## src/hdl/pidpd_pkg.sv

```systemverilog
// ============================================================================
// PID controller shared package
// Types and constants used by the PID front end, term queue and back end.
// ============================================================================
`timescale 1ns / 1ps
`default_nettype none

package pidpd_pkg;

    // Gains and drive are 32-bit signed, limits are 31-bit magnitudes.
    localparam int GAIN_W     = 32;
    localparam int DRIVE_W    = 32;
    localparam int LIMIT_W    = 31;
    localparam int CFG_DATA_W = 32;
    localparam int CFG_IDX_W  = 3;

    // A scaled gain product is saturated to +/-2^61, so 63 signed bits hold it.
    localparam int TERM_W = 63;
    localparam logic signed [TERM_W-1:0] TERM_LIMIT = 63'sh2000_0000_0000_0000;

    // Depth of the queue between the front end and the back end.
    localparam int QUEUE_DEPTH = 4;

    // Operating modes.
    localparam logic MODE_POSITIONAL  = 1'b0;
    localparam logic MODE_INCREMENTAL = 1'b1;

    // Configuration register indexes.
    typedef enum logic [CFG_IDX_W-1:0] {
        REG_KP             = 3'd0,
        REG_KI             = 3'd1,
        REG_KD             = 3'd2,
        REG_MODE           = 3'd3,
        REG_OUTPUT_LIMIT   = 3'd4,
        REG_INTEGRAL_LIMIT = 3'd5
    } cfg_idx_t;

    typedef struct packed {
        logic signed [GAIN_W-1:0] kp;
        logic signed [GAIN_W-1:0] ki;
        logic signed [GAIN_W-1:0] kd;
        logic                     mode;
        logic [LIMIT_W-1:0]       output_limit;
        logic [LIMIT_W-1:0]       integral_limit;
    } cfg_t;

    // Scaled and saturated P, I and D products of one sample.
    typedef struct packed {
        logic signed [TERM_W-1:0] p;
        logic signed [TERM_W-1:0] i;
        logic signed [TERM_W-1:0] d;
    } term_t;

endpackage : pidpd_pkg

`default_nettype wire

```

## src/hdl/pidpd_ifs.sv

```systemverilog
// ============================================================================
// PID controller channel interfaces
// Sample input, drive output and configuration write channels.
// ============================================================================
`timescale 1ns / 1ps
`default_nettype none

interface pidpd_in_if #(
    parameter int SAMPLE_BITS = 16
);
    logic                          valid;
    logic                          ready;
    logic signed [SAMPLE_BITS-1:0] measured;
    logic signed [SAMPLE_BITS-1:0] target;

    modport source (output valid, output measured, output target, input ready);
    modport sink   (input valid, input measured, input target, output ready);
endinterface : pidpd_in_if


`default_nettype wire

```

## src/hdl/pidpd_front.sv

```systemverilog
// ============================================================================
// PID front end
// Accepts samples, forms the error and its differences, and computes the
// three scaled gain products in a two-stage pipeline.
// ============================================================================
`timescale 1ns / 1ps
`default_nettype none

module pidpd_front #(
    parameter int SAMPLE_BITS = 16,
    parameter int FRAC_BITS   = 16
) (
    input  wire logic            clk,
    input  wire logic            rst_n,
    input  pidpd_pkg::cfg_t      cfg,
    pidpd_in_if.sink             sample,
    output logic                 push_valid,
    input  wire logic            push_ready,
    output pidpd_pkg::term_t     push_data
);
    import pidpd_pkg::*;

    localparam int E_W    = SAMPLE_BITS + 1;
    localparam int OP_W   = SAMPLE_BITS + 3;
    localparam int PROD_W = GAIN_W + OP_W;
    localparam int EXT_W  = (PROD_W > 64) ? PROD_W : 64;

    // Stage A: error operands.
    logic                   a_valid_reg;
    logic signed [OP_W-1:0] a_p_op_reg;
    logic signed [E_W-1:0]  a_i_op_reg;
    logic signed [OP_W-1:0] a_d_op_reg;
    logic signed [E_W-1:0]  prev_err_reg;
    logic signed [E_W-1:0]  old_err_reg;

    // Stage B: scaled products.
    logic                   b_valid_reg;
    term_t                  b_term_reg;

    logic                   a_ready;
    logic                   b_ready;
    logic                   accept;
    logic signed [E_W-1:0]  err_now;
    logic signed [OP_W-1:0] diff1;
    logic signed [OP_W-1:0] diff2;
    logic signed [OP_W-1:0] p_op_next;
    logic signed [OP_W-1:0] d_op_next;
    logic signed [PROD_W-1:0] prod_p;
    logic signed [PROD_W-1:0] prod_i;
    logic signed [PROD_W-1:0] prod_d;
    term_t                  term_next;

    // Floor-scale a product and saturate it to +/-2^61.
    function automatic logic signed [TERM_W-1:0] scale_sat(
        input logic signed [PROD_W-1:0] prod
    );
        logic signed [PROD_W-1:0] shifted;
        logic signed [EXT_W-1:0]  v;
        logic signed [EXT_W-1:0]  lim;
        logic signed [TERM_W-1:0] neg_lim;
        shifted = prod >>> FRAC_BITS;
        v       = EXT_W'(shifted);
        lim     = EXT_W'(TERM_LIMIT);
        neg_lim = -TERM_LIMIT;
        if (v > lim) begin
            return TERM_LIMIT;
        end
        else if (v < -lim) begin
            return neg_lim;
        end
        else begin
            return v[TERM_W-1:0];
        end
    endfunction

    assign b_ready      = !b_valid_reg || push_ready;
    assign a_ready      = !a_valid_reg || b_ready;
    assign sample.ready = a_ready;
    assign accept       = sample.valid && a_ready;

    always_comb
    begin
        err_now = E_W'(sample.target) - E_W'(sample.measured);
        diff1   = OP_W'(err_now) - OP_W'(prev_err_reg);
        diff2   = OP_W'(err_now) - (OP_W'(prev_err_reg) <<< 1) + OP_W'(old_err_reg);
        if (cfg.mode == MODE_INCREMENTAL) begin
            p_op_next = diff1;
            d_op_next = diff2;
        end
        else begin
            p_op_next = OP_W'(err_now);
            d_op_next = diff1;
        end
    end

    always_comb
    begin
        prod_p      = a_p_op_reg * cfg.kp;
        prod_i      = a_i_op_reg * cfg.ki;
        prod_d      = a_d_op_reg * cfg.kd;
        term_next.p = scale_sat(prod_p);
        term_next.i = scale_sat(prod_i);
        term_next.d = scale_sat(prod_d);
    end

    always_ff @(posedge clk or negedge rst_n)
    begin
        if (!rst_n) begin
            a_valid_reg  <= 1'b0;
            b_valid_reg  <= 1'b0;
            prev_err_reg <= '0;
            old_err_reg  <= '0;
        end
        else begin
            if (a_ready) begin
                a_valid_reg <= sample.valid;
            end
            if (b_ready) begin
                b_valid_reg <= a_valid_reg;
            end
            if (accept) begin
                old_err_reg  <= prev_err_reg;
                prev_err_reg <= err_now;
            end
        end
    end

    always_ff @(posedge clk)
    begin
        if (accept) begin
            a_p_op_reg <= p_op_next;
            a_i_op_reg <= err_now;
            a_d_op_reg <= d_op_next;
        end
        if (b_ready && a_valid_reg) begin
            b_term_reg <= term_next;
        end
    end

    assign push_valid = b_valid_reg;
    assign push_data  = b_term_reg;

endmodule : pidpd_front

`default_nettype wire

```

## src/flat_wrapper.sv

```systemverilog
// flat-port wrapper written by rule: the top's interface ports become plain ports
module pidpd_front_flat import pidpd_pkg::*;
#(
    parameter int SAMPLE_BITS = 16,
    parameter int FRAC_BITS   = 16
)
  (clk, rst_n, cfg, push_valid, push_ready, push_data, sample_valid, sample_measured, sample_target, sample_ready);
  pidpd_in_if #(.SAMPLE_BITS(SAMPLE_BITS)) sample_i ();
  input  wire logic clk;
  input  wire logic rst_n;
  input  pidpd_pkg::cfg_t cfg;
  output logic push_valid;
  input  wire logic push_ready;
  output pidpd_pkg::term_t push_data;
  input wire logic [$bits(sample_i.valid)-1:0] sample_valid;
  input wire logic [$bits(sample_i.measured)-1:0] sample_measured;
  input wire logic [$bits(sample_i.target)-1:0] sample_target;
  output wire logic [$bits(sample_i.ready)-1:0] sample_ready;
  assign sample_i.valid = sample_valid;
  assign sample_i.measured = sample_measured;
  assign sample_i.target = sample_target;
  assign sample_ready = sample_i.ready;
  pidpd_front #(.SAMPLE_BITS(SAMPLE_BITS), .FRAC_BITS(FRAC_BITS)) u_core (.clk(clk), .rst_n(rst_n), .cfg(cfg), .sample(sample_i), .push_valid(push_valid), .push_ready(push_ready), .push_data(push_data));
endmodule
```

## config.mk

```make
export PLATFORM = sky130hd
export DESIGN_NAME = pidpd_front_flat
export DESIGN_NICKNAME = d
export VERILOG_FILES = /design/src/hdl/pidpd_pkg.sv /design/src/hdl/pidpd_ifs.sv /design/src/hdl/pidpd_front.sv /design/src/flat_wrapper.sv
export SDC_FILE = /design/constraint.sdc
export NUM_CORES = 2
export LEC_CHECK = 0
export ABC_AREA = 1
export BUFFER_PORTS_ARGS = -buffer_cell sky130_fd_sc_hd__buf_2
export CAP_MARGIN = 10
export CELL_PAD_IN_SITES_DETAIL_PLACEMENT = 2
export CELL_PAD_IN_SITES_GLOBAL_PLACEMENT = 2
export CORE_MARGIN = 2
export CORE_UTILIZATION = 30
export CTS_CLUSTER_SIZE = 12
export DETAILED_ROUTE_END_ITERATION = 8
export PLACE_DENSITY_LB_ADDON = 0.05
export SLEW_MARGIN = 5
export SYNTH_ARGS = -nofsm -noshare
export SYNTH_HDL_FRONTEND = slang
export SYNTH_SLANG_ARGS = --single-unit
```

## constraint.sdc

```tcl
create_clock -name clk -period 10.5 [get_ports clk]
set_clock_uncertainty 0.05 [all_clocks]
set_input_delay 1.575 -clock clk [delete_from_list [all_inputs] [get_ports clk]]
set_output_delay 1.575 -clock clk [all_outputs]
set_load 0.01 [all_outputs]
```

## Word-level counts from Yosys, hierarchy flattened

Cells that the tools add are included.
Widths: inputs -> output; s select.

- Bits in registers: 280
- Bits of input ports: 195
- Output and inout port bits: 191
- Logic and storage cells: 40

- $add $sub $neg: 4
- Multiply operators: 3
- Magnitude comparators: 6
- Mux-type cells: 5
- Reduce and logical (&&, ||, !) cells: 9

Operator list:

| operator | number |
|---|---|
| $mux 63 | 3 |
| $gt 35x63->1 const B | 2 |
| $lt 35x62->1 const B | 2 |
| $mul 19x32->51 | 2 |
| $gt 33x63->1 const B | 1 |
| $lt 33x62->1 const B | 1 |
| $mul 17x32->49 | 1 |
| $mux 19 | 2 |
| $add 19x17->19 | 1 |
| $sub 17x18->19 | 1 |
| $sub 17x17->18 | 1 |
| $sub 16x16->17 | 1 |
| $reduce_or 2->1 | 3 |
| $logic_and 1x1->1 | 2 |
| $logic_not 1->1 | 2 |
| $logic_or 1x1->1 | 2 |

## Logic depth before layout (Yosys ltp)

- Depth after elaboration: 4
- Mapped depth: 30
- Mapped depth without buffers: 28

## Worst setup path before layout

No wires, ideal clock.

- Kind: input to register
- Start: input cfg[158] (netlist bit)
- End: register u_core.b_term_reg, in the netlist u_core.push_data[158], data pin
- Setup time: 0.252 ns
- Data arrival time: 7.271 ns
- Data required time: 10.198 ns
- Slack: 2.927 ns
- Stages: 21
- Buffers on the path: 2
- Cells stage by stage: clkbuf_1 > clkbuf_1 > nand2_1 > fa_1 > inv_1 > fa_1 > fa_1 > fa_1 > fa_1 > inv_1 > fa_1 > inv_1 > ha_1 > ha_1 > nand2_1 > nor2_1 > inv_1 > nor4_1 > nand3_1 > nand3_1 > nand2_1

- Word-level cells in the longest chain between the ends: 3
- Elaborated cells between the ends (all ways): 4
- Those cells by class: mul (1); order compare (2); reduce/logical (1)

RTL lines:

| element | line | source |
|---|---|---|
| from (decl) | flat_wrapper.sv:11 | `input pidpd_pkg::cfg_t cfg;` |
| $mul 19x32->51 * | pidpd_front.sv:98 | `prod_p = a_p_op_reg * cfg.kp;` |
| via u_core.prod_p[48] | pidpd_front.sv:48 | `logic signed [PROD_W-1:0] prod_p;` |
| $gt 35x63->1 or $lt 35x62->1 (tied branches) | pidpd_front.sv:65, pidpd_front.sv:68 |  |
| $reduce_or 2->1 (no source line) | n/a |  |
| to (signal assigned) | pidpd_front.sv:136 | `b_term_reg <= term_next;` |
| to (decl) | pidpd_front.sv:38 | `term_t b_term_reg;` |

The timed path passes the listed nets; every way through them passes the cells marked *.
A chain may end at the register's enable or synchronous reset.

## Worst setup path in the final report

- Start: input cfg[94] (netlist bit)
- End: register u_core.b_term_reg, in the netlist u_core.push_data[33], data pin

- Word-level cells in the longest chain between the ends: 3
- Elaborated cells between the ends (all ways): 4
- Those cells by class: mul (1); order compare (2); reduce/logical (1)

RTL lines:

| element | line | source |
|---|---|---|
| $mul 19x32->51 * | pidpd_front.sv:100 | `prod_d = a_d_op_reg * cfg.kd;` |
| via u_core.prod_d[49] | pidpd_front.sv:50 | `logic signed [PROD_W-1:0] prod_d;` |
| $gt 35x63->1 or $lt 35x62->1 (tied branches) | pidpd_front.sv:65, pidpd_front.sv:68 |  |
| $reduce_or 2->1 (no source line) | n/a |  |

Marked as above.

==> impl_metrics.json <==
{
  "fin_area_um2": 78900,
  "place_area_um2": 78300,
  "cts.sinks": 193,
  "holdWs_ns": 0.442,
  "cp-start-kind": "input pin",
  "crit_chain": "buf_2, nand2_1, inv_1, fa_1, inv_1, fa_1, fa_1, inv_1, fa_1, inv_1, fa_1, inv_1, fa_1, ha_1, ha_1, inv_1, nor3_1, nand2_1, nor2_1, nand3_1, nand4_1, nand2_1",
  "root_buffer": "clkbuf_16",
  "ys_warn_count": 0,
  "reg2reg_slack_ns": 2.74,
  "min_path_type": "reg2reg",
  "ctsResizeCount": 0,
  "dieArea_um2": 251000,
  "gp_congestion": 0.864,
  "port_buffers": 323,
  "synth_flop_cell": "edfxtp_1",
  "fin_crit_ns": 8.05,
  "max_freq_mhz": 124,
  "rsz0062_at_grt": "no",
  "cts_buffer_depth": 2,
  "drtIter0Drc": 2314,
  "core_um2": 246000,
  "ioPinCount": 386,
  "htree_levels": 4,
  "worstPathArrival_ns": 8.28,
  "drv_cap": 0,
  "worst_pin_slew_ns": 1.25,
  "reg2reg_from": "u_core.a_d_op_reg[5]",
  "synth-edff-count": 157,
  "critPathCaptureType": "flip-flop",
  "drv_slew": 0,
  "stdcell_count": 12600,
  "hold_buffers": 0,
  "status": "finished, final reports clean",
  "grt_remaining_overflow": 0,
  "row_count": 182,
  "grt_pass1_vias": 68600,
  "hold_start": "u_core.prev_err_reg[14]",
  "cp-startpoint": "cfg[94]",
  "syn-cell-area_um2": 74200,
  "drive_above_1_share_pct": 5.35,
  "die_height_um": 501,
  "slowest_stage": "fa_1",
  "path_class": "in2reg",
  "antenna_found_initial": 14,
  "hpwl_um": 237000,
  "vias": 58600,
  "ys_ff_latch": 193,
  "drt_wl_total_um": 287000,
  "grt_usage_pct": 23.4,
  "fillers": 28500,
  "tritoncts": "built",
  "routedWlPerCell_um": 22.8,
  "syn_inst": 9380,
  "initial_core_util_pct": 30.2,
  "synth_async_sr_flop_share_pct": 18.7,
  "ys_seq_area_share_pct": 7.57,
  "tns_ns": 0,
  "slew_headroom_pct": 16.9,
  "worstPathRequired_ns": 10.73,
  "clkLatencyLatePin_ns": 0.57,
  "placed_cells": 12500,
  "cts_setup_buffers": 0,
  "hold_viol": 0,
  "grt_pass1_wl_um": 438000,
  "area_growth_pct": 6.44,
  "path_clk_slew_ns": 0.09,
  "first_pass_iters": 5,
  "largest_register_ffs": 103,
  "route.detailed.drc": 0,
  "grt_max_degree": 62,
  "via_per_inst": 4.66,
  "max_stage_delay_ns": 0.84,
  "nets": 11700,
  "die-width_um": 501,
  "numCtsBuffers": 17,
  "synth_cell_type_count": 48,
  "antenna_left": 0,
  "synth_area_per_cell_um2": 7.91,
  "timing.final.crit_share_pct": 76.7,
  "setup_viol_count_final": 0,
  "crit_fanout": 19,
  "synth.net_count": 11700
}
-- routing by layer --
layer | vias to the layer above | GRT usage, % | wire length, µm
li1 | 26400 | - | -
met1 | 31300 | 32.6 | 135000
met4 | 6 | 3.67 | 4900
met2 | 708 | 40.2 | 139000
met3 | 164 | 1.77 | 6960
met5 | - | 0 | 35
-- final timing paths --
check / cells past startpoint / to
max: 22 / u_core.push_data[33]
max reg2reg: 21 / u_core.push_data[33]
min: 2 / u_core.prev_err_reg[14]
max in group asynchronous: 1 / u_core.old_err_reg[0]
min in group asynchronous: 1 / u_core.a_valid_reg
min reg2reg: 2 / u_core.prev_err_reg[14]
-- critical path, delay by kind of cell --
| kind | cells | cell delay [ns] |
|---|---|---|
| AND/OR/NAND/NOR | 7 | 1.18 |
| adder cells (fa/ha/maj) | 8 | 4.12 |
| buffers and inverters | 7 | 1.39 |
-- logic make-up after synthesis --
kind of cell	share of synthesized area, %
buf+inv	16.8
simple gates	16.9
compound gates	3.78
flops	7.57
fa+ha+maj	53.6
xor+xnor	1.25
-- synth_stat cells, types with 4 or more instances --
| library cell | n | area, µm² |
|---|---|---|
| a21boi_0 | 9 | 67.6 |
| a21o_1 | 14 | 105 |
| a21oi_1 | 236 | 1180 |
| a31oi_1 | 8 | 50.1 |
| and2_1 | 6 | 37.5 |
| buf_1 | 41 | 154 |
| buf_4 | 90 | 676 |
| clkbuf_1 | 324 | 1220 |
| dfrtp_1 | 36 | 901 |
| edfxtp_1 | 157 | 4710 |
| fa_1 | 1718 | 34400 |
| ha_1 | 429 | 5370 |
| inv_1 | 2770 | 10400 |
| inv_2 | 10 | 37.5 |
| nand2_1 | 2442 | 9170 |
| nand2_2 | 13 | 81.3 |
| nand3_1 | 165 | 826 |
| nand3b_1 | 6 | 45.0 |
| nand4_1 | 49 | 307 |
| nor2_1 | 417 | 1570 |
| nor2_2 | 10 | 62.6 |
| nor3_1 | 32 | 160 |
| nor4_1 | 7 | 43.8 |
| o211ai_1 | 4 | 30.0 |
| o21a_1 | 14 | 105 |
| o21ai_0 | 172 | 861 |
| o21ai_1 | 12 | 60.1 |
| o21bai_1 | 27 | 203 |
| o21bai_2 | 4 | 45.0 |
| or2_2 | 25 | 156 |
| xnor2_1 | 38 | 333 |
| xor2_1 | 68 | 596 |
-- cell type report --
type	count	area, µm²	share of cell area [%]
Tap cell	3220	4030	5.10
Clock buffer	18	429	0.544
Inverter	2780	10400	13.2
Clock inverter	14	166	0.211
Antenna cell	8	20.0	0.0254
Sequential cell	193	5620	7.11
Timing Repair Buffer	393	2170	2.75
Multi-Input combinational cell	5950	56100	71.0
-- cells in the final DEF (no fill, tap or decap), drive strengths merged --
cell / Yosys / final
a21oi: 236 / 236
diode: 0 / 8
a21o: 14 / 14
nor2b: 1 / 1
clkbuf: 324 / 18
o211ai: 4 / 4
a31oi: 8 / 8
buf: 133 / 393
ha: 429 / 429
or2: 25 / 25
o2111ai: 1 / 1
and2: 7 / 7
nor4: 8 / 8
inv: 2780 / 2784
fa: 1718 / 1718
nor2: 429 / 429
o21bai: 31 / 31
o311ai: 2 / 2
a31o: 1 / 1
and3: 3 / 3
dfrtp: 36 / 36
nand3b: 6 / 6
o22ai: 1 / 1
clkinv: 0 / 10
a21boi: 11 / 11
nand4: 49 / 49
nand2: 2456 / 2456
nand3: 166 / 166
o21a: 14 / 14
o31ai: 3 / 3
o21ai: 186 / 186
nor3: 35 / 35
xnor2: 38 / 38
xor2: 68 / 68
edfxtp: 157 / 157
-- per-stage QoR --
stage,worst slack (ns),util (%)
global placement,1.88,31.8
global route,2.07,32.1
finish,2.45,32.1
detailed placement,1.77,31.8
floorplan,2.93,-
CTS,2.38,32.1
Power is left out: the tool's default activity adds up to more than one toggle a clock period on the data nets, which glitch-free logic cannot reach.
