$ cat config.mk
export PLATFORM = sky130hd
export DESIGN_NAME = pidpd_fifo
export DESIGN_NICKNAME = d
export VERILOG_FILES = /design/src/hdl/pidpd_pkg.sv /design/src/hdl/pidpd_fifo.sv
export SDC_FILE = /design/constraint.sdc
export NUM_CORES = 1
export LEC_CHECK = 0
export BUFFER_PORTS_ARGS = -buffer_cell sky130_fd_sc_hd__buf_4
export CORE_AREA = 2 2 273 275
export DETAILED_ROUTE_END_ITERATION = 12
export DIE_AREA = 0 0 275 277
export PLACE_DENSITY_LB_ADDON = 0.2
export SLEW_MARGIN = 10
export SYNTH_ARGS = -nofsm -noshare
export SYNTH_HDL_FRONTEND = slang
export SYNTH_SLANG_ARGS = --single-unit
$ cat constraint.sdc
create_clock -name clk -period 3.9 [get_ports clk]
set_input_delay 0.39 -clock clk [delete_from_list [all_inputs] [get_ports clk]]
set_output_delay 0.39 -clock clk [all_outputs]
set_load 0.005 [all_outputs]
$ cat src/hdl/pidpd_pkg.sv
// ============================================================================
// PID controller shared package
// Types and constants used by the PID front end, term queue and back end.
// ============================================================================
`timescale 1ns / 1ps
`default_nettype none

package pidpd_pkg;

    // Gains and drive are 32-bit signed, limits are 31-bit magnitudes.
    localparam int GAIN_W     = 32;
    localparam int DRIVE_W    = 32;
    localparam int LIMIT_W    = 31;
    localparam int CFG_DATA_W = 32;
    localparam int CFG_IDX_W  = 3;

    // A scaled gain product is saturated to +/-2^61, so 63 signed bits hold it.
    localparam int TERM_W = 63;
    localparam logic signed [TERM_W-1:0] TERM_LIMIT = 63'sh2000_0000_0000_0000;

    // Depth of the queue between the front end and the back end.
    localparam int QUEUE_DEPTH = 4;

    // Operating modes.
    localparam logic MODE_POSITIONAL  = 1'b0;
    localparam logic MODE_INCREMENTAL = 1'b1;

    // Configuration register indexes.
    typedef enum logic [CFG_IDX_W-1:0] {
        REG_KP             = 3'd0,
        REG_KI             = 3'd1,
        REG_KD             = 3'd2,
        REG_MODE           = 3'd3,
        REG_OUTPUT_LIMIT   = 3'd4,
        REG_INTEGRAL_LIMIT = 3'd5
    } cfg_idx_t;

    typedef struct packed {
        logic signed [GAIN_W-1:0] kp;
        logic signed [GAIN_W-1:0] ki;
        logic signed [GAIN_W-1:0] kd;
        logic                     mode;
        logic [LIMIT_W-1:0]       output_limit;
        logic [LIMIT_W-1:0]       integral_limit;
    } cfg_t;

    // Scaled and saturated P, I and D products of one sample.
    typedef struct packed {
        logic signed [TERM_W-1:0] p;
        logic signed [TERM_W-1:0] i;
        logic signed [TERM_W-1:0] d;
    } term_t;

endpackage : pidpd_pkg

`default_nettype wire

$ cat src/hdl/pidpd_fifo.sv
// ============================================================================
// PID term queue
// Small register queue that decouples the front end from the back end.
// ============================================================================
`timescale 1ns / 1ps
`default_nettype none

module pidpd_fifo #(
    parameter int DEPTH = 4
) (
    input  wire logic            clk,
    input  wire logic            rst_n,
    input  wire logic            push_valid,
    output logic                 push_ready,
    input  pidpd_pkg::term_t     push_data,
    output logic                 pop_valid,
    input  wire logic            pop_ready,
    output pidpd_pkg::term_t     pop_data
);
    import pidpd_pkg::*;

    localparam int ADDR_W = (DEPTH > 1) ? $clog2(DEPTH) : 1;
    localparam int CNT_W  = $clog2(DEPTH + 1);

    term_t             slot_reg [DEPTH];
    logic [ADDR_W-1:0] wr_ptr_reg;
    logic [ADDR_W-1:0] rd_ptr_reg;
    logic [CNT_W-1:0]  count_reg;

    logic push;
    logic pop;

    function automatic logic [ADDR_W-1:0] bump(input logic [ADDR_W-1:0] ptr);
        if (ptr == ADDR_W'(DEPTH - 1)) begin
            return '0;
        end
        else begin
            return ptr + 1'b1;
        end
    endfunction

    assign push_ready = (count_reg != CNT_W'(DEPTH));
    assign pop_valid  = (count_reg != '0);
    assign push       = push_valid && push_ready;
    assign pop        = pop_valid && pop_ready;
    assign pop_data   = slot_reg[rd_ptr_reg];

    always_ff @(posedge clk or negedge rst_n)
    begin
        if (!rst_n) begin
            wr_ptr_reg <= '0;
            rd_ptr_reg <= '0;
            count_reg  <= '0;
        end
        else begin
            if (push) begin
                wr_ptr_reg <= bump(wr_ptr_reg);
            end
            if (pop) begin
                rd_ptr_reg <= bump(rd_ptr_reg);
            end
            if (push && !pop) begin
                count_reg <= count_reg + 1'b1;
            end
            else if (pop && !push) begin
                count_reg <= count_reg - 1'b1;
            end
        end
    end

    always_ff @(posedge clk)
    begin
        if (push) begin
            slot_reg[wr_ptr_reg] <= push_data;
        end
    end

    // An empty queue has both pointers on the same slot.
    assert property (@(posedge clk) disable iff (!rst_n)
        (count_reg == '0) |-> (wr_ptr_reg == rd_ptr_reg))
        else $error("queue empty but pointers differ");

    // The fill count never passes the depth.
    assert property (@(posedge clk) disable iff (!rst_n)
        count_reg <= CNT_W'(DEPTH))
        else $error("queue count beyond depth");

endmodule : pidpd_fifo

`default_nettype wire

Word-level counts from Yosys, hierarchy flattened --
Memory sizes are Yosys's and may differ from the RTL's. Index checks and enable logic that the tools add are counted.
Storage, ports and cells: memories 1, register bits 7, RAM bits 756, input port bits 193
Operators by class: mux-type cells 6, add/sub/neg operators 4, reduce and logical (&&, ||, !) cells 8, equality and inequality tests 3
Memories:
- slot_reg | words 4, width 189, read ports 1, clocked after Yosys merged registers in 0, wr ports 1, line pidpd_fifo.sv:25 | term_t slot_reg [DEPTH];
Operators with widths (number):
- $mux 3 | 2
- $add 2x1->2 const B | 2
- $eq 2x2->1 const B | 2
- $logic_and 1x1->1 | 4
- $mux 2 | 2
- $add 3x1->3 const B | 1
- $ne 3x3->1 const B | 1
- $reduce_bool 3->1 | 1
- $sub 3x1->3 const B | 1
- $logic_not 1->1 | 2
- $mux 1 | 2
- $reduce_bool 2->1 | 1

Longest topological paths before layout --
Gate-level depths: netlist of the first run.
depth in word-level cells 6, gate-level depth with buffers 8, gate-level depth less buffers 8

Worst setup path after synthesis of the first run --
Ideal clock, no wire load.
path type reg-to-reg, start reg count_reg[2], end mem slot_reg[0][0] in the netlist's numbering, enable pin, cell stages (with the launch flop) 3, setup time 0.466 ns, clock period less this slack 3.406 ns, data arrival time 2.939 ns, data required time 3.434 ns, slack 0.494 ns, path through dfrtp_1 -> or3b_4 -> and3_2
Between the ends: cells in the longest elaborated chain, start to end 4
Ends and longest elaborated chain:
- start, declared | line pidpd_fifo.sv:28 | logic [CNT_W-1:0] count_reg;
- start signal, assigned | line pidpd_fifo.sv:63 | count_reg <= count_reg + 1'b1;
- start signal, assigned | line pidpd_fifo.sv:66 | count_reg <= count_reg - 1'b1;
- $ne 3x3->1 | line pidpd_fifo.sv:42 | assign push_ready = (count_reg != CNT_W'(DEPTH));
- via push_ready | line pidpd_fifo.sv:14 | output logic push_ready,
- $logic_and 1x1->1 | line pidpd_fifo.sv:44 | assign push = push_valid && push_ready;
- $mux 1 | line pidpd_fifo.sv:73 | if (push) begin
- $mux 1 (implied by the code) | line pidpd_fifo.sv:74 | slot_reg[wr_ptr_reg] <= push_data;
- end, declared | line pidpd_fifo.sv:25
The timed path passes the listed nets, and every way through them passes these cells.

==> reports/metrics.cfg, run 1 <==
[die]
die_w_um=275
die_h_um=277
start_util=0.376
rows=100
ios=384
die_area_mm2=0.0762
core_area_mm2=0.0736

[sta]
tightestPinTransition_ns=1.04
hold_viol=0
fin_worst_skew_ns=0.0204
min_period_over_period=0.794
setup_viol=0
max_slew_margin=0.307
timing.fmax_mhz=323
tns_ns=0
finalMaxSlewViolations=0
rsz0062_at_grt=false
fin_crit_ns=3.10

[place]
hpwl_um=37400
placed_area_mm2=0.0321
placed_cells=2389
place.gp.congestion=0.739
port_buffers=383

[synthesis]
ys_top_cells_by_count=edfxtp_1 (756), mux4_2 (189), buf_4 (19)
postSynthNetCount=1223
yosysMostFrequentCell=edfxtp_1
synth_edf_count=756
syn-cell-area_mm2=0.0277
synth_seq_cells=763
postSynth.asyncResetShare=0.00917
ys.flop_type=edfxtp_1
synth_area_leaders=edfxtp_1 (82%), mux4_2 (15%), dfrtp_1 (0.63%)
seq_area_frac_synth=0.827
avgSynthCellArea_um2=27.0
netlist.area_leader.share=0.821
syn_inst=1023
ys_warn_count=0
synth_top_cell_by_area=edfxtp_1
synth.distinct_cells=20

[cts]
postCtsHoldBufs=190
cts_tree=done
cts.path.max_buffers=3
cts-root-buf=clkbuf_16
cts_htree_levels=3
clock_sinks=763
ctsResizeCount=0
path_clk_slew_ns=0.06
cts_setup_buffers=0
cts_inserted_buffers=83
worstSkewPairLatency_ns=0.61

[drt]
vias_per_cell=4.81
wl_per_cell_um=21.6
ant_nets=0
drc=0
drt_iter0_drc=688
finalWirelength_um=58900
dr_total_vias=13100
dr.pass1.iters=5

[setup_path]
crit_required_ns=3.51
timing.rr.end=slot_reg[0][140]$_DFFE_PP_
reg2reg_depth=3
critPathLaunchType=register
worstSetupEndpointType=output pin
crit_arrival_ns=2.71
worst-path-max-fanout=33
critPathKind=register to output pin
timing.rr.start=count_reg[2]$_DFFE_PN0P_
rrSetupSlack_ns=1.62

[global_route]
grt_max_degree=55
grt_pass1_wl_um=89200
grt_overflow=0
grt_usage=0.156
grt_antenna_before_repair=2
first_global_vias=14600

[final_layout]
drive_gt1_frac=0.431
fin_nets=1895
final_cells=2730
final_util=0.498
synthToLayoutAreaGrowth_pct=32.5
largest_reg_flops=756
final_area_mm2=0.0366

[run]
maxCapViolCount=0

[power_and_ir_drop]
p_per_area_mw_per_mm2=730
leakagePower_nw=12.6
vdd_drop_max_uv=545

[hold_path]
hold_class=input port to asynchronous set/reset pin

[run_status]
status=complete, no violations

how the worst max path moves through the flow:
stage | from | endpoint | slack, ns | cells past startpoint
floorplan | count_reg[2]$_DFFE_PN0P_ | slot_reg[0][0]$_DFFE_PP_ | 0.49 | 2
global placement | rd_ptr_reg[0]$_DFFE_PN0P_ | pop_data[40] | 1.37 | 3
detailed placement | rd_ptr_reg[0]$_DFFE_PN0P_ | pop_data[17] | 1.38 | 3
CTS | rd_ptr_reg[0]$_DFFE_PN0P_ | pop_data[17] | 0.68 | 3
global route | rd_ptr_reg[0]$_DFFE_PN0P_ | pop_data[13] | 0.61 | 3
finish | rd_ptr_reg[0]$_DFFE_PN0P_ | pop_data[61] | 0.80 | 3
critical path, stage by stage (launching register included):
cell	delay [ns]
dfrtp_4	0.94
buf_12	0.34
mux4_2	0.58
buf_4	0.16
cell usage in the layout (no fill, tap or decap), drive strengths merged:
cell type / instances
edfxtp: 756
buf: 439
dlygate4sd3: 190
mux4: 189
clkbuf: 99
clkinv: 39
inv: 9
dfrtp: 7
ha: 6
mux2: 5
and3: 4
nor2: 3
bufinv: 3
clkinvlp: 3
xor2: 2
diode: 1
or3b: 1
and2: 1
or3: 1
nand2: 1
xnor2: 1
fa: 1
layer usage:
metal | global-route usage | up-vias | part of all wire
met2 | 0.267 | 315 | 0.51
met5 | 0 | - | 0.00019
met3 | 0.0382 | 109 | 0.055
met1 | 0.196 | 6892 | 0.41
li1 | - | 5825 | -
met4 | 0.0509 | 2 | 0.026
layout make-up:
class | instances | area (um2)
sequential | 763 | 22900
fill | 5992 | 36900
clock inverter | 51 | 422
multi-input combinational | 215 | 4530
antenna | 1 | 2.50
clock buffer | 99 | 2180
inverter | 3 | 11.3
tap | 969 | 1210
timing repair buffer | 629 | 5400
power by group:
group | switching, mW | internal [mW]
clock network | 3.15 | 4.23
registers | 0.590 | 10.8
logic | 3.64 | 4.34
per-stage QoR:
| stage | power, mW | hold WS, ns | setup slack, ns |
|---|---|---|---|
| finish | 26.7 | 0.140 | 0.803 |
| global route | 28.1 | 0.123 | 0.608 |
| CTS | 27.3 | 0.0883 | 0.675 |
| detailed placement | 19.7 | 0.211 | 1.38 |
| global placement | 19.6 | 0.214 | 1.37 |
| floorplan | 15.5 | 0.0944 | 0.494 |
cells by family (layout without fill, tap and decap cells):
group         count (synthesis)  count (layout)  synth area share
fa+ha+maj                     7               7           0.00344
mux                         194             194             0.156
flops                       763             763             0.827
other cells                   0               1                 0
simple gates                 11              11           0.00262
xor+xnor                      3               3          0.000950
buf+inv                      45             782           0.00937
Note: power is estimated with default switching activity, not from simulation.
==> run 2, diff against run 1 <==
Settings changed: ABC_AREA set to 1, CORE_AREA 2 2 273 275 to 2 2 285 287, DIE_AREA 0 0 275 277 to 0 0 287 289.
Clock period 3.9 ns to 2.68 ns, I/O delays scaled along.
==> reports/metrics.cfg, run 2 <==
[run_status]
status=complete, no violations

[synthesis]
seq_area_frac_synth=0.759  ; -0.0687
syn_inst=2263  ; +120%
synth_area_leaders=edfxtp_1 (75%), o211ai_1 (9.4%), nand2_1 (7.2%)
synth_edf_count=756  ; unchanged
synth.distinct_cells=17  ; -15%
ys_top_cells_by_count=edfxtp_1 (756), nand2_1 (582), inv_1 (391)
syn-cell-area_mm2=0.0302  ; +9.1%
postSynthNetCount=2463  ; +100%
ys.flop_type=edfxtp_1
synth_top_cell_by_area=edfxtp_1
yosysMostFrequentCell=edfxtp_1
netlist.area_leader.share=0.753  ; -0.0682
postSynth.asyncResetShare=0.00917  ; unchanged
synth_seq_cells=763  ; unchanged
avgSynthCellArea_um2=13.3  ; -51%
ys_warn_count=0  ; unchanged

[sta]
tightestPinTransition_ns=0.727  ; -0.313 ns
rsz0062_at_grt=false
fin_worst_skew_ns=0.0268  ; +0.00638 ns
finalMaxSlewViolations=0  ; unchanged
min_period_over_period=0.937
fin_crit_ns=2.51
max_slew_margin=0.516  ; +0.209
setup_viol=0  ; unchanged
hold_ws_ns=0.382  ; +0.242 ns
timing.fmax_mhz=398
hold_viol=0  ; unchanged

[setup_path]
timing.rr.start=count_reg[0]$_DFFE_PN0P_
crit_arrival_ns=2.24  ; -0.47 ns
worstSetupEndpointType=output pin
reg2reg_depth=5  ; +2
critPathKind=register to output pin
timing.rr.end=slot_reg[0][51]$_DFFE_PP_
crit_required_ns=2.41  ; -1.10 ns
rrSetupSlack_ns=0.73  ; -0.89 ns
cp_cell_sequence=inv_8, buf_12, o211ai_1, nand2_1, buf_4
worst-path-max-fanout=45  ; +36%
critPathSlowestCell=dfrtp_4
critPathLaunchType=register
slowest_delay_ns=0.53  ; -0.41 ns

[power_and_ir_drop]
leakagePower_nw=15.5  ; +23%
p_per_area_mw_per_mm2=1070  ; +46%
vdd_drop_max_uv=782  ; +44%

[cts]
cts-root-buf=clkbuf_16
worstSkewPairLatency_ns=0.62  ; about the same
clock_sinks=763  ; unchanged
cts_tree=done
cts.path.max_buffers=3  ; unchanged
cts_htree_levels=3  ; unchanged
path_clk_slew_ns=0.06  ; about the same
cts_inserted_buffers=80  ; -3.6%

[global_route]
grt_antenna_before_repair=4  ; +2
first_global_vias=19200  ; +32%
grt_usage=0.167  ; +0.0103
grt_overflow=0  ; unchanged
grt_pass1_wl_um=107000  ; +20%
grt_max_degree=115  ; +110%

[place]
port_buffers=383  ; unchanged
placed_cells=3650  ; +53%
hpwl_um=42100  ; +12%
place.gp.congestion=0.766  ; +3.7%

[drt]
dr_total_vias=18900  ; +44%
wl_per_cell_um=17.6  ; -18%
dr.pass1.iters=6  ; +1
vias_per_cell=4.72  ; -2.1%
drc=0  ; unchanged
ant_nets=0  ; unchanged
finalWirelength_um=70300  ; +19%
drt_iter0_drc=1118  ; +63%

[die]
core_area_mm2=0.0799  ; +8.6%
die_w_um=287  ; +4.4%
start_util=0.377  ; +0.00158
die_area_mm2=0.0829  ; +8.9%
ios=384  ; unchanged
rows=104  ; +4.0%
die_h_um=289  ; +4.3%

[hold_path]
worstHoldPathCells=2
whs_endpoint=slot_reg[1][131]$_DFFE_PP_
min_from=push_data[131]
hold_class=input port to register

[final_layout]
final_cells=4001  ; +47%
synthToLayoutAreaGrowth_pct=30.6
drive_gt1_frac=0.198  ; -0.233
final_cell_mix=edfxtp_1 (756), nand2_1 (581), buf_4 (424)
largest_reg_flops=756  ; unchanged
layout_commonest_cell=edfxtp_1
fin_nets=3069  ; +62%

[run]
maxCapViolCount=0  ; unchanged

[run 2: cell count changes in the layout (fill, tap and decap cells not counted), sizes merged, moves of 3 or more]
cell,previous run,this run
nand2,1,582
inv,9,393
o211ai,0,378
mux4,189,0
buf,439,455
bufinv,3,11
nand3,0,7
diode,1,7
mux2,5,0
and3,4,0
clkinv,39,35
dlygate4sd3,190,194
nor2,3,6
[run 2: repair_timing]
action / CTS / global route
setup endpoints to repair: 2 / 4
hold buffers: 194 / 0
hold endpoints to repair: 767 / 0
gates resized for setup: 1 / 0
pin swaps: 0 / 0
buffers inserted: 1 / 2
[run 2: how the worst max path moves through the flow]
stage / start / to / slack (ns) / cells past startpoint
2_1_floorplan: count_reg[0]$_DFFE_PN0P_ / slot_reg[0][0]$_DFFE_PP_ / -1.25 / 4
3_3_place_gp: rd_ptr_reg[1]$_DFFE_PN0P_ / pop_data[90] / 0.68 / 5
3_5_place_dp: rd_ptr_reg[1]$_DFFE_PN0P_ / pop_data[90] / 0.66 / 5
4_1_cts: rd_ptr_reg[0]$_DFFE_PN0P_ / pop_data[86] / 0.08 / 6
5_1_grt: rd_ptr_reg[1]$_DFFE_PN0P_ / pop_data[91] / 0.04 / 4
6_report: rd_ptr_reg[1]$_DFFE_PN0P_ / pop_data[80] / 0.17 / 5
[run 2: area by class of cell]
| class | instances | area (um2) |
|---|---|---|
| clock buffer | 98 | 2130 |
| fill | 6838 | 40500 |
| inverter | 392 | 1480 |
| clock inverter | 49 | 569 |
| timing repair buffer | 649 | 5740 |
| antenna | 7 | 17.5 |
| sequential | 763 | 22900 |
| tap | 1060 | 1330 |
| multi-input combinational | 983 | 5240 |
[run 2: power breakdown]
part / internal (mW) / total (mW) / switching, mW
sequential: 15.6 / 16.2 / 0.525
clock: 6.75 / 11.3 / 4.52
combinational: 6.04 / 14.6 / 8.51
total: 28.4 / 42.0 / 13.6
[run 2: per-layer routing]
layer | global-route usage | wire (um)
met3 | 0.0401 | 4500
met1 | 0.208 | 29500
met4 | 0.0490 | 1430
met2 | 0.288 | 34900
met5 | 0 | 11
[run 2: worst max-delay path: cells and delay by family (launching register included)]
kind            cells  cell delay (ns)
compound gates      1             0.13
flops               1             0.53
simple gates        1             0.17
buf+inv             3             0.78
[run 2: kinds of logic after synthesis]
kind of cell,share of synthesized area
AOI/OAI and AO/OA,0.0943
xor gates and xnor gates,0.000291
adders and majority gates,0.00315
buffers and inverters,0.0690
DFF,0.759
and+or+nand+nor,0.0746
[run 2: metrics by stage]
stage	setup TNS (ns)	power [mW]	setup slack, ns	util	area [um2]
finish	0	42.0	0.169	0.493	39400
global route	0	44.5	0.0441	0.493	39400
CTS	0	42.6	0.0798	0.492	39300
detailed placement	0	31.0	0.658	0.434	34700
global placement	0	30.7	0.680	0.434	34700
floorplan	-935.81	23.7	-1.25	-	30200
