$ cat src/hdl/pidpd_pkg.sv
// ============================================================================
// PID controller shared package
// Types and constants used by the PID front end, term queue and back end.
// ============================================================================
`timescale 1ns / 1ps
`default_nettype none

package pidpd_pkg;

    // Gains and drive are 32-bit signed, limits are 31-bit magnitudes.
    localparam int GAIN_W     = 32;
    localparam int DRIVE_W    = 32;
    localparam int LIMIT_W    = 31;
    localparam int CFG_DATA_W = 32;
    localparam int CFG_IDX_W  = 3;

    // A scaled gain product is saturated to +/-2^61, so 63 signed bits hold it.
    localparam int TERM_W = 63;
    localparam logic signed [TERM_W-1:0] TERM_LIMIT = 63'sh2000_0000_0000_0000;

    // Depth of the queue between the front end and the back end.
    localparam int QUEUE_DEPTH = 4;

    // Operating modes.
    localparam logic MODE_POSITIONAL  = 1'b0;
    localparam logic MODE_INCREMENTAL = 1'b1;

    // Configuration register indexes.
    typedef enum logic [CFG_IDX_W-1:0] {
        REG_KP             = 3'd0,
        REG_KI             = 3'd1,
        REG_KD             = 3'd2,
        REG_MODE           = 3'd3,
        REG_OUTPUT_LIMIT   = 3'd4,
        REG_INTEGRAL_LIMIT = 3'd5
    } cfg_idx_t;

    typedef struct packed {
        logic signed [GAIN_W-1:0] kp;
        logic signed [GAIN_W-1:0] ki;
        logic signed [GAIN_W-1:0] kd;
        logic                     mode;
        logic [LIMIT_W-1:0]       output_limit;
        logic [LIMIT_W-1:0]       integral_limit;
    } cfg_t;

    // Scaled and saturated P, I and D products of one sample.
    typedef struct packed {
        logic signed [TERM_W-1:0] p;
        logic signed [TERM_W-1:0] i;
        logic signed [TERM_W-1:0] d;
    } term_t;

endpackage : pidpd_pkg

`default_nettype wire

$ cat src/hdl/pidpd_ifs.sv
// ============================================================================
// PID controller channel interfaces
// Sample input, drive output and configuration write channels.
// ============================================================================
`timescale 1ns / 1ps
`default_nettype none


interface pidpd_out_if;
    logic                                  valid;
    logic                                  ready;
    logic signed [pidpd_pkg::DRIVE_W-1:0]  drive;

    modport source (output valid, output drive, input ready);
    modport sink   (input valid, input drive, output ready);
endinterface : pidpd_out_if


`default_nettype wire

$ cat src/hdl/pidpd_back.sv
// ============================================================================
// PID back end
// Runs the integral and held-output loops, applies the limits and holds the
// drive word in the output register.
// ============================================================================
`timescale 1ns / 1ps
`default_nettype none

module pidpd_back (
    input  wire logic            clk,
    input  wire logic            rst_n,
    input  pidpd_pkg::cfg_t      cfg,
    input  wire logic            pop_valid,
    output logic                 pop_ready,
    input  pidpd_pkg::term_t     pop_data,
    pidpd_out_if.source          result
);
    import pidpd_pkg::*;

    localparam int SUM_W = TERM_W + 3;

    logic                      s1_valid_reg;
    logic signed [SUM_W-1:0]   s1_pd_reg;
    logic signed [DRIVE_W-1:0] s1_i_reg;
    logic signed [DRIVE_W-1:0] integral_reg;
    logic signed [DRIVE_W-1:0] held_reg;
    logic                      out_valid_reg;
    logic signed [DRIVE_W-1:0] drive_reg;

    logic                      s1_ready;
    logic                      s2_ready;
    logic                      s1_fire;
    logic                      s2_fire;
    logic signed [SUM_W-1:0]   i_sum;
    logic signed [DRIVE_W-1:0] integral_next;
    logic signed [SUM_W-1:0]   pd_sum;
    logic signed [SUM_W-1:0]   out_sum;
    logic signed [DRIVE_W-1:0] drive_next;

    // Symmetric magnitude clamp; a zero limit gives zero.
    function automatic logic signed [DRIVE_W-1:0] clamp_mag(
        input logic signed [SUM_W-1:0] v,
        input logic [LIMIT_W-1:0]      lim
    );
        logic signed [SUM_W-1:0] pos_lim;
        logic signed [SUM_W-1:0] neg_lim;
        pos_lim = SUM_W'({1'b0, lim});
        neg_lim = -pos_lim;
        if (v > pos_lim) begin
            return pos_lim[DRIVE_W-1:0];
        end
        else if (v < neg_lim) begin
            return neg_lim[DRIVE_W-1:0];
        end
        else begin
            return v[DRIVE_W-1:0];
        end
    endfunction

    assign s2_ready  = !out_valid_reg || result.ready;
    assign s1_ready  = !s1_valid_reg || s2_ready;
    assign pop_ready = s1_ready;
    assign s1_fire   = pop_valid && s1_ready;
    assign s2_fire   = s1_valid_reg && s2_ready;

    always_comb
    begin
        if (cfg.mode == MODE_INCREMENTAL) begin
            i_sum = SUM_W'(pop_data.i);
        end
        else begin
            i_sum = SUM_W'(integral_reg) + SUM_W'(pop_data.i);
        end
        integral_next = clamp_mag(i_sum, cfg.integral_limit);
        pd_sum        = SUM_W'(pop_data.p) + SUM_W'(pop_data.d);
    end

    always_comb
    begin
        out_sum = s1_pd_reg + SUM_W'(s1_i_reg);
        if (cfg.mode == MODE_INCREMENTAL) begin
            out_sum = out_sum + SUM_W'(held_reg);
        end
        drive_next = clamp_mag(out_sum, cfg.output_limit);
    end

    always_ff @(posedge clk or negedge rst_n)
    begin
        if (!rst_n) begin
            s1_valid_reg  <= 1'b0;
            out_valid_reg <= 1'b0;
            integral_reg  <= '0;
            held_reg      <= '0;
        end
        else begin
            if (s1_ready) begin
                s1_valid_reg <= pop_valid;
            end
            if (s2_ready) begin
                out_valid_reg <= s1_valid_reg;
            end
            if (s1_fire) begin
                integral_reg <= integral_next;
            end
            if (s2_fire && (cfg.mode == MODE_INCREMENTAL)) begin
                held_reg <= drive_next;
            end
        end
    end

    always_ff @(posedge clk)
    begin
        if (s1_fire) begin
            s1_pd_reg <= pd_sum;
            s1_i_reg  <= integral_next;
        end
        if (s2_fire) begin
            drive_reg <= drive_next;
        end
    end

    assign result.valid = out_valid_reg;
    assign result.drive = drive_reg;

    // In incremental mode the word on offer is the held output itself.
    assert property (@(posedge clk) disable iff (!rst_n)
        (result.valid && (cfg.mode == MODE_INCREMENTAL)) |-> (result.drive == held_reg))
        else $error("incremental drive differs from held output");

    // Every drive word on offer lies within the output limit.
    assert property (@(posedge clk) disable iff (!rst_n)
        result.valid |-> ((result.drive <= $signed({1'b0, cfg.output_limit}))
                       && (result.drive >= -$signed({1'b0, cfg.output_limit}))))
        else $error("drive outside output limit");

endmodule : pidpd_back

`default_nettype wire

$ cat src/flat_wrapper.sv
// flat-port wrapper written by rule: the top's interface ports become plain ports
module pidpd_back_flat import pidpd_pkg::*;
  (clk, rst_n, cfg, pop_valid, pop_ready, pop_data, result_valid, result_drive, result_ready);
  pidpd_out_if result_i ();
  input  wire logic clk;
  input  wire logic rst_n;
  input  pidpd_pkg::cfg_t cfg;
  input  wire logic pop_valid;
  output logic pop_ready;
  input  pidpd_pkg::term_t pop_data;
  output wire logic [$bits(result_i.valid)-1:0] result_valid;
  output wire logic [$bits(result_i.drive)-1:0] result_drive;
  input wire logic [$bits(result_i.ready)-1:0] result_ready;
  assign result_valid = result_i.valid;
  assign result_drive = result_i.drive;
  assign result_i.ready = result_ready;
  pidpd_back u_core (.clk(clk), .rst_n(rst_n), .cfg(cfg), .pop_valid(pop_valid), .pop_ready(pop_ready), .pop_data(pop_data), .result(result_i));
endmodule
$ cat config.mk
export PLATFORM = sky130hd
export DESIGN_NAME = pidpd_back_flat
export DESIGN_NICKNAME = d
export VERILOG_FILES = /design/src/hdl/pidpd_pkg.sv /design/src/hdl/pidpd_ifs.sv /design/src/hdl/pidpd_back.sv /design/src/flat_wrapper.sv
export SDC_FILE = /design/constraint.sdc
export NUM_CORES = 1
export LEC_CHECK = 0
export BUFFER_PORTS_ARGS = -buffer_cell sky130_fd_sc_hd__buf_2
export CAP_MARGIN = 20
export CELL_PAD_IN_SITES_DETAIL_PLACEMENT = 0
export CELL_PAD_IN_SITES_GLOBAL_PLACEMENT = 2
export CORE_MARGIN = 2
export CORE_UTILIZATION = 32
export DETAILED_ROUTE_END_ITERATION = 8
export HOLD_SLACK_MARGIN = 0.1
export PLACE_DENSITY_LB_ADDON = 0.1
export SYNTH_ARGS = -nofsm -noshare
export SYNTH_HDL_FRONTEND = slang
export SYNTH_SLANG_ARGS = --single-unit
$ cat constraint.sdc
create_clock -name clk -period 7.7 [get_ports clk]
set_clock_uncertainty 0.2 [all_clocks]
set_input_delay 2.31 -clock clk [delete_from_list [all_inputs] [get_ports clk]]
set_output_delay 2.31 -clock clk [all_outputs]
set_load 0.02 [all_outputs]
Word level (Yosys, flattened, before mapping)
Cells that the tools add are included.
{"block": "totals", "ff_bits": 196, "inputBits": 352, "out_inout_bits": 34, "word_cells": 30}
{"block": "op_classes", "add_sub_neg": 6, "order_cmp": 4, "mux": 6, "reduce_logical": 7}
{"op": "adder 66 x 32 -> 66 bit", "n": 2}
{"op": "greater-than comparator 66 x 32 -> 1 bit", "n": 2}
{"op": "less-than comparator 66 bit", "n": 2}
{"op": "two-way mux 66 bit", "n": 2}
{"op": "negation 31 -> 66 bit", "n": 2}
{"op": "two-way mux 32 bit", "n": 4}
{"op": "adder 32 x 63 -> 64 bit", "n": 1}
{"op": "adder 63 x 63 -> 64 bit", "n": 1}
{"op": "logical AND 1 bit", "n": 3}
{"op": "zero test 1 bit", "n": 2}
{"op": "logical OR 1 bit", "n": 2}

Longest topological paths before layout
Gate-level depths: netlist of run 1.
{"block": "logic_depth", "depth_word": 6, "mapped_depth": 39}

Least setup slack after synthesis of run 1
Ideal clock, no wire load.
{"block": "synth_timing", "path_kind": "input -> register", "start": "in cfg[62] (netlist name)", "end": "reg u_core.drive_reg[0] (netlist: u_core.result.drive[0]) (data pin)", "setup_ns": 0.255, "arrival_time_ns": 8.619, "t_required_ns": 7.245, "slack_ns": -1.374, "path_stages": 27, "n_path_buf": 13, "cell_sequence": "clkbuf_1 clkbuf_1 clkbuf_1 clkbuf_1 buf_1 clkbuf_1 clkbuf_1 clkbuf_1 clkbuf_1 clkbuf_1 clkbuf_1 mux2_2 ha_1 a21o_1 a21o_1 a21o_1 a21o_1 a21o_1 a21oi_1 o22ai_1 nor2_1 o21ai_1 nand2_1 clkbuf_1 clkbuf_1 o21ai_0 and2_1"}
{"block": "synth_between", "elab_chain_len": 4}
{"element": "start, declared", "line_no": "flat_wrapper.sv:7", "text": "input pidpd_pkg::cfg_t cfg;"}
{"element": "two-way mux 66 bit *", "line_no": "pidpd_back.sv:81", "text": "if (cfg.mode == MODE_INCREMENTAL) begin"}
{"element": "less-than comparator 66 bit", "line_no": "pidpd_back.sv:52", "text": "else if (v < neg_lim) begin"}
{"element": "two-way mux 32 bit", "line_no": "pidpd_back.sv:52"}
{"element": "two-way mux 32 bit *", "line_no": "pidpd_back.sv:49", "text": "if (v > pos_lim) begin"}
{"element": "named net u_core.drive_next[0]", "line_no": "pidpd_back.sv:38", "text": "logic signed [DRIVE_W-1:0] drive_next;"}
{"element": "end signal, assigned", "line_no": "pidpd_back.sv:118", "text": "drive_reg <= drive_next;"}
{"element": "end, declared", "line_no": "pidpd_back.sv:28", "text": "logic signed [DRIVE_W-1:0] drive_reg;"}
Mark *: on every way through the listed nets, which the timed path passes. The rest lies on a longest branch.
A chain may end at the register's enable or synchronous reset.

Worst setup path after layout of run 1
{"block": "layout_timing", "start": "reg u_core.s1_i_reg[0]", "end": "reg u_core.held_reg[30]"}
{"block": "layout_between", "elab_chain_len": 6}
{"element": "start, declared", "line_no": "pidpd_back.sv:24", "text": "logic signed [DRIVE_W-1:0] s1_i_reg;"}
{"element": "start signal, assigned", "line_no": "pidpd_back.sv:115", "text": "s1_i_reg <= integral_next;"}
{"element": "adder 66 x 32 -> 66 bit *", "line_no": "pidpd_back.sv:80", "text": "out_sum = s1_pd_reg + SUM_W'(s1_i_reg);"}
{"element": "adder 66 x 32 -> 66 bit", "line_no": "pidpd_back.sv:82", "text": "out_sum = out_sum + SUM_W'(held_reg);"}
{"element": "two-way mux 66 bit *", "line_no": "pidpd_back.sv:81"}
{"element": "less-than comparator 66 bit", "line_no": "pidpd_back.sv:52"}
{"element": "two-way mux 32 bit", "line_no": "pidpd_back.sv:52"}
{"element": "two-way mux 32 bit *", "line_no": "pidpd_back.sv:49"}
{"element": "named net u_core.drive_next[30]", "line_no": "pidpd_back.sv:38"}
{"element": "end signal, assigned", "line_no": "pidpd_back.sv:106", "text": "held_reg <= drive_next;"}
{"element": "end, declared", "line_no": "pidpd_back.sv:26", "text": "logic signed [DRIVE_W-1:0] held_reg;"}
Marks and branches as above.

==> impl_metrics.tcl, run 1 <==
set metrics [dict create \
    via_count 34700 \
    grt_pass1_wl_mm 194 \
    relSlewSlack 0.530 \
    start_util 0.324 \
    grt_max_degree 67 \
    path_class "reg2reg" \
    syn_avg_cell_area_um2 7.74 \
    numCtsBuffers 17 \
    finalNetCount 6129 \
    grt_most_used_layer "met2" \
    start_kind "register" \
    ir_drop_uv 292 \
    cts.clk_slew.worst_paths_ns 0.09 \
    ioPinCount 386 \
    dieArea_um2 99000 \
    antenna_found_initial 4 \
    maxCapViolations 0 \
    initialDrtViolationCount 2013 \
    p_per_area_nw_per_um2 517 \
    fin_util 0.489 \
    leakage_nw 21.4 \
    setup_ws_ns -0.473 \
    critPathArrivalTime_ns 8.39 \
    drc 0 \
    die_x_um 315 \
    port_buffers 289 \
    synth-seq-cells 194 \
    fmaxAchievable_ghz 0.122 \
    pre_cts_ws_ns -1.33 \
    setup_viol 128 \
    cp_slowest_cell "edfxtp_1" \
    worstMarginPinSlew_ns 0.705 \
    synthesis.instances 3993 \
    cp_common_cell "buf_4" \
    clk_latency_ns 0.52 \
    avgRoutedWirePerCell_um 19.0 \
    status "complete, but fails checks" \
    fp.dieH_um 315 \
    violations "negative setup slack" \
    grt_util_all_layers 0.249 \
    antenna_left 0 \
    gp_congestion 0.900 \
    slew_violations 0 \
    hold_violations 0 \
    layoutNonFillerInstCount 6604 \
    use_met1 0.327 \
    cts_tree "built" \
    core_um2 95300 \
    tns_ns -32.60 \
    period_minus_slack_ns 8.17 \
    crit_required_ns 7.91 \
    grt_setup_unrepaired "yes" \
    yosysSeqAreaShare 0.178 \
    grtUsageMet2 0.429 \
    hold_class "reg2reg" \
    first_pass_iters 5 \
    post-dp-hpwl_mm 103 \
    rows 113 \
    clockRootBuffer "clkbuf_16" \
    end_kind "register" \
    grt_use_met3 0.0213 \
    dp_cells 6469 \
    ys.flop_type "edfxtp_1" \
    synthArstFlopShare 0.340 \
    synth_area_um2 30900 \
    post_dp_cell_area_um2 41900 \
    hold_ws_ns 0.308 \
    grt_overflow 0 \
    hold_buffers 0 \
    fin_crit_sh 1.06 \
    fill_cells 9553 \
    clock-sinks 194 \
    cts_max_path_buffers 2 \
    drt-vias-per-instance 5.26 \
    yosys_warnings 0 \
    drive_above_1_share 0.380 \
    stdcell_area_um2 46600 \
    area_delta_synth_final_pct 50.8 \
    largest_reg_flops 64 \
    critPathMaxStageDelay_ns 0.48 \
    h-tree-depth 4 \
    routed_wl_mm 126 \
    synth_edf_count 128 \
    crit_path_max_fanout 5 \
    grt_pass1_vias 34800 \
    power.total_mw 24.1 \
    synth_cell_types 95 \
    synth_fp_nets 4798 \
]
cell usage in the layout, fill, tap and decap left out, types with 17 or more instances in the layout:
cell	netlist	final
ha_4	0	32
nand3_1	95	85
dfrtp_1	66	66
and3_1	41	35
nor4_1	44	37
buf_4	2	1084
xor2_1	86	79
o31ai_2	8	18
ha_1	449	412
nor2b_1	41	41
nand2_1	391	361
buf_12	1	28
a211oi_1	49	34
o21a_1	54	50
o21bai_1	42	40
o21ai_1	5	60
nor3_1	99	79
o21ai_2	0	34
a21oi_2	8	47
xnor2_1	176	169
a31oi_1	55	45
o211ai_1	45	45
nand4_1	97	97
nand2b_1	54	52
clkbuf_16	0	17
edfxtp_1	128	128
mux2_4	0	53
o21ai_0	323	225
inv_1	162	159
buf_6	2	50
nor2_1	323	297
a21o_1	141	141
buf_2	11	282
a21oi_1	384	336
mux2_2	70	27
and2_1	26	19
critical path, delay by kind of cell (launching register included):
family          cells  cell delay [ns]
xor+xnor            2             0.33
mux                 3             0.64
simple gates        9             1.31
buf+inv             6             0.87
flops               1             0.48
compound gates     13             2.97
fa+ha+maj           4             1.24
path summary, 6_finish.rpt:
check | startpoint | end | slack, ns | depth (start not counted)
min in group asynchronous | rst_n | u_core.s1_valid_reg | 1.58 | 1
min reg2reg | u_core.s1_valid_reg | u_core.result.valid | 0.31 | 1
max reg2reg | u_core.s1_i_reg[0] | u_core.held_reg[30] | -0.47 | 37
min | u_core.s1_valid_reg | u_core.result.valid | 0.31 | 1
max in group asynchronous | rst_n | u_core.integral_reg[29] | 5.09 | 2
max | u_core.s1_i_reg[0] | u_core.held_reg[30] | -0.47 | 37
report_power, final:
group | internal (mW) | switching [mW] | total, mW
Clock | 0.465 | 0.507 | 0.972
Sequential | 1.54 | 0.264 | 1.81
Combinational | 10.8 | 10.5 | 21.3
layer usage:
metal  wire length (µm)  vias to the layer above
li1                   -                    17700
met1              58100                    16300
met2              60100                      603
met3               3800                      147
met4               3700                        0
met5                  0                        -
repair_timing:
item	CTS	global route
setup endpoints to repair	128	128
setup buffers	78	20
pin swaps	221	105
cloned	15	0
resized for setup	520	172
cells in the mapped netlist (70+ instances only):
| master | n | share of area |
|---|---|---|
| xor2_1 | 86 | 0.024 |
| nor2_1 | 323 | 0.039 |
| clkbuf_1 | 131 | 0.016 |
| nand4_1 | 97 | 0.020 |
| nor3_1 | 99 | 0.016 |
| mux2_2 | 70 | 0.026 |
| xnor2_1 | 176 | 0.050 |
| a21o_1 | 141 | 0.034 |
| a21oi_1 | 384 | 0.062 |
| o21ai_0 | 323 | 0.052 |
| inv_1 | 162 | 0.020 |
| edfxtp_1 | 128 | 0.12 |
| nand2_1 | 391 | 0.048 |
| ha_1 | 449 | 0.18 |
| nand3_1 | 95 | 0.015 |
cell type report:
cell class                      count  area [µm²]  area share
Multi-Input combinational cell   3479       27100       0.581
Timing Repair Buffer             1469       11200       0.240
Sequential cell                   194        5500       0.118
Tap cell                         1265        1580      0.0340
Inverter                          163         618      0.0133
Clock buffer                       19         433     0.00929
Clock inverter                     13         165     0.00355
Antenna cell                        2        5.00    0.000107
logic make-up after synthesis:
| logic type | Yosys count | synth area share |
|---|---|---|
| flip-flops | 194 | 0.178 |
| AO/OA/AOI/OAI | 1349 | 0.280 |
| adder cells (fa/ha/maj) | 454 | 0.185 |
| AND/OR/NAND/NOR | 1296 | 0.200 |
| XOR/XNOR | 262 | 0.0743 |
| buffers and inverters | 320 | 0.0410 |
| multiplexers | 118 | 0.0415 |
(Power assumes the default switching activity.)
==> run 2: changes to the inputs <==
--- a/config.mk
+++ b/config.mk
@@ -5,12 +5,13 @@
 export SDC_FILE = /design/constraint.sdc
 export NUM_CORES = 1
 export LEC_CHECK = 0
+export ABC_AREA = 1
 export BUFFER_PORTS_ARGS = -buffer_cell sky130_fd_sc_hd__buf_2
 export CAP_MARGIN = 20
 export CELL_PAD_IN_SITES_DETAIL_PLACEMENT = 0
 export CELL_PAD_IN_SITES_GLOBAL_PLACEMENT = 2
 export CORE_MARGIN = 2
-export CORE_UTILIZATION = 32
+export CORE_UTILIZATION = 29
 export DETAILED_ROUTE_END_ITERATION = 8
 export HOLD_SLACK_MARGIN = 0.1
 export PLACE_DENSITY_LB_ADDON = 0.1
==> impl_metrics.tcl, run 2 <==
set metrics [dict create \
    clk_latency_ns 0.52 \
    largest_reg_flops 64 \
    initialDrtViolationCount 2650 \
    gp_congestion 0.919 \
    ff2ff_path_depth 42 \
    clock-sinks 194 \
    ir_drop_uv 177 \
    layout_common_cells "nand2_1, inv_1, nor2_1" \
    grt_max_degree 128 \
    diodes 0 \
    cts.clk_slew.worst_paths_ns 0.08 \
    critPathMaxStageDelay_ns 0.35 \
    avgRoutedWirePerCell_um 20.7 \
    relSlewSlack 0.304 \
    cp_slowest_cell "or3_4" \
    setup_ws_ns 0.319 \
    synth_cell_types 61 \
    ys.flop_type "edfxtp_1" \
    r2r-start "u_core.s1_i_reg[31]" \
    maxCapViolations 0 \
    crit_required_ns 7.77 \
    start_kind "primary input" \
    rows 129 \
    port_buffers 289 \
    via_count 40700 \
    crit_start "cfg[0]" \
    yosysSeqAreaShare 0.152 \
    crit_path_max_fanout 7 \
    drt-vias-per-instance 4.93 \
    ioPinCount 386 \
    synth_edf_count 128 \
    synth_area_leaders "nand2_1, ha_1, edfxtp_1" \
    grt_overflow 0 \
    final_common_cell "nand2_1" \
    synth_area_um2 36200 \
    slew_violations 0 \
    numCtsBuffers 17 \
    cts_max_path_buffers 2 \
    period_minus_slack_ns 7.38 \
    drive_above_1_share 0.111 \
    yosysTopAreaCellShare 0.190 \
    critPathArrivalTime_ns 7.45 \
    hold_depth 2 \
    worstHoldEndpoint "u_core.integral_reg[6]" \
    post_dp_cell_area_um2 41100 \
    regToRegSetupSlack_ns 0.45 \
    status "complete, but fails checks" \
    dieArea_um2 128000 \
    clockRootBuffer "clkbuf_16" \
    yosys_warnings 0 \
    cts_tree "built" \
    synth-seq-cells 194 \
    antenna_found_initial 0 \
    synth_fp_nets 6959 \
    finalNetCount 7416 \
    core_um2 124000 \
    pre_cts_ws_ns -0.566 \
    hold_violations 0 \
    violations "design-rule violations" \
    synth_common_cells "nand2_1, inv_1, nor2_1" \
    worstMarginPinSlew_ns 1.04 \
    hold_class "reg2reg" \
    synth_most_common_cell "nand2_1" \
    post-dp-hpwl_mm 149 \
    syn_avg_cell_area_um2 5.88 \
    synthesis.instances 6154 \
    start_util 0.292 \
    routed_wl_mm 171 \
    grt_util_all_layers 0.261 \
    fmaxAchievable_ghz 0.135 \
    r2r-end "u_core.result.drive[31]" \
    area_delta_synth_final_pct 16.5 \
    grt_pass1_vias 39900 \
    p_per_area_nw_per_um2 409 \
    leakage_nw 22.2 \
    setup_viol 0 \
    synthArstFlopShare 0.340 \
    path_class "in2reg" \
    end_kind "register" \
    stdcell_area_um2 42200 \
    h-tree-depth 4 \
    drc 17 \
    die_x_um 357 \
    path_buf_inv 10 \
    grt_pass1_wl_mm 250 \
    min_from "u_core.integral_reg[6]" \
    cp_common_cell "nand2_1" \
    crit_family "simple AND/OR/NAND/NOR gates" \
    yosys.area.top_type "nand2_1" \
    antenna_left 0 \
    fp.dieH_um 357 \
    fin_crit_sh 0.959 \
    power.total_mw 17.2 \
    first_pass_iters 8 \
]
## run 2: cell count changes in the layout (fill, tap and decap cells not counted), sizes merged, moves of 80 or more
cell / delta
nor2: +328
nand2: +1461
mux2: -80
buf: -947
inv: +844
a21o: -128
nand3: +398
xnor2: -122
## run 2: layer usage
metal	routed length, µm	vias up	GRT usage
li1	-	21000	-
met1	82000	18800	0.357
met2	79900	851	0.449
met3	5500	129	0.0153
met4	3810	0	0.0576
met5	0	-	0
## run 2: cell type report
type,count,area [µm²]
clock buffers,18,439
inverters,1009,3800
fillers,14100,81600
multi-input cells,4866,26800
repair buffers,523,3440
flip-flops and latches,194,5500
clock inverters,14,183
well taps,1637,2050
## run 2: worst reg2reg max path: cells and delay by family, from the launching register on
kind	cells	cell delay [ns]
simple gates	26	3.40
compound gates	6	1.06
fa+ha+maj	3	1.20
flops	1	0.42
buf+inv	7	0.85
## run 2: where the power goes
| group | switching, mW | internal, mW |
|---|---|---|
| Sequential | 0.288 | 1.58 |
| Clock | 0.532 | 0.453 |
| Combinational | 9.51 | 4.86 |
| Total | 10.3 | 6.90 |
## run 2: how the worst max path moves through the flow
| stage | to | slack, ns | cells after the start |
|---|---|---|---|
| floorplan | u_core.s1_i_reg[24] | 0.54 | 35 |
| global placement | u_core.s1_i_reg[25] | -0.53 | 36 |
| detailed placement | u_core.s1_i_reg[25] | -0.57 | 36 |
| CTS | u_core.s1_i_reg[25] | 0.02 | 36 |
| global route | u_core.s1_i_reg[29] | -0.04 | 39 |
| finish | u_core.s1_i_reg[23] | 0.32 | 39 |
## run 2: cells by family after synthesis
logic type / after synthesis / share of synthesized area
AOI/OAI and AO/OA: 891 / 0.135
buffers and inverters: 1095 / 0.116
muxes: 12 / 0.00332
DFF: 194 / 0.152
and+or+nand+nor: 3332 / 0.394
xor gates and xnor gates: 177 / 0.0428
adders and majority gates: 453 / 0.157
## run 2: through the flow
| step | utilization | hold slack, ns | setup TNS, ns | std cells |
|---|---|---|---|---|
| after floorplan | - | 0.253 | 0 | 6154 |
| after global placement | 0.332 | 0.281 | -26.38 | 8212 |
| after detailed placement | 0.332 | 0.278 | -29.28 | 8212 |
| after CTS | 0.337 | 0.302 | 0 | 8244 |
| after global routing | 0.341 | 0.321 | -0.417 | 8261 |
| final | 0.341 | 0.299 | 0 | 8261 |
## run 2: timing repair
item	4_1_cts	5_1_grt
endpoints found under the setup margin	13	128
cloned	0	7
resized for setup	1	70
setup buffers	0	10
hold buffers	0	0
pin swaps	0	5
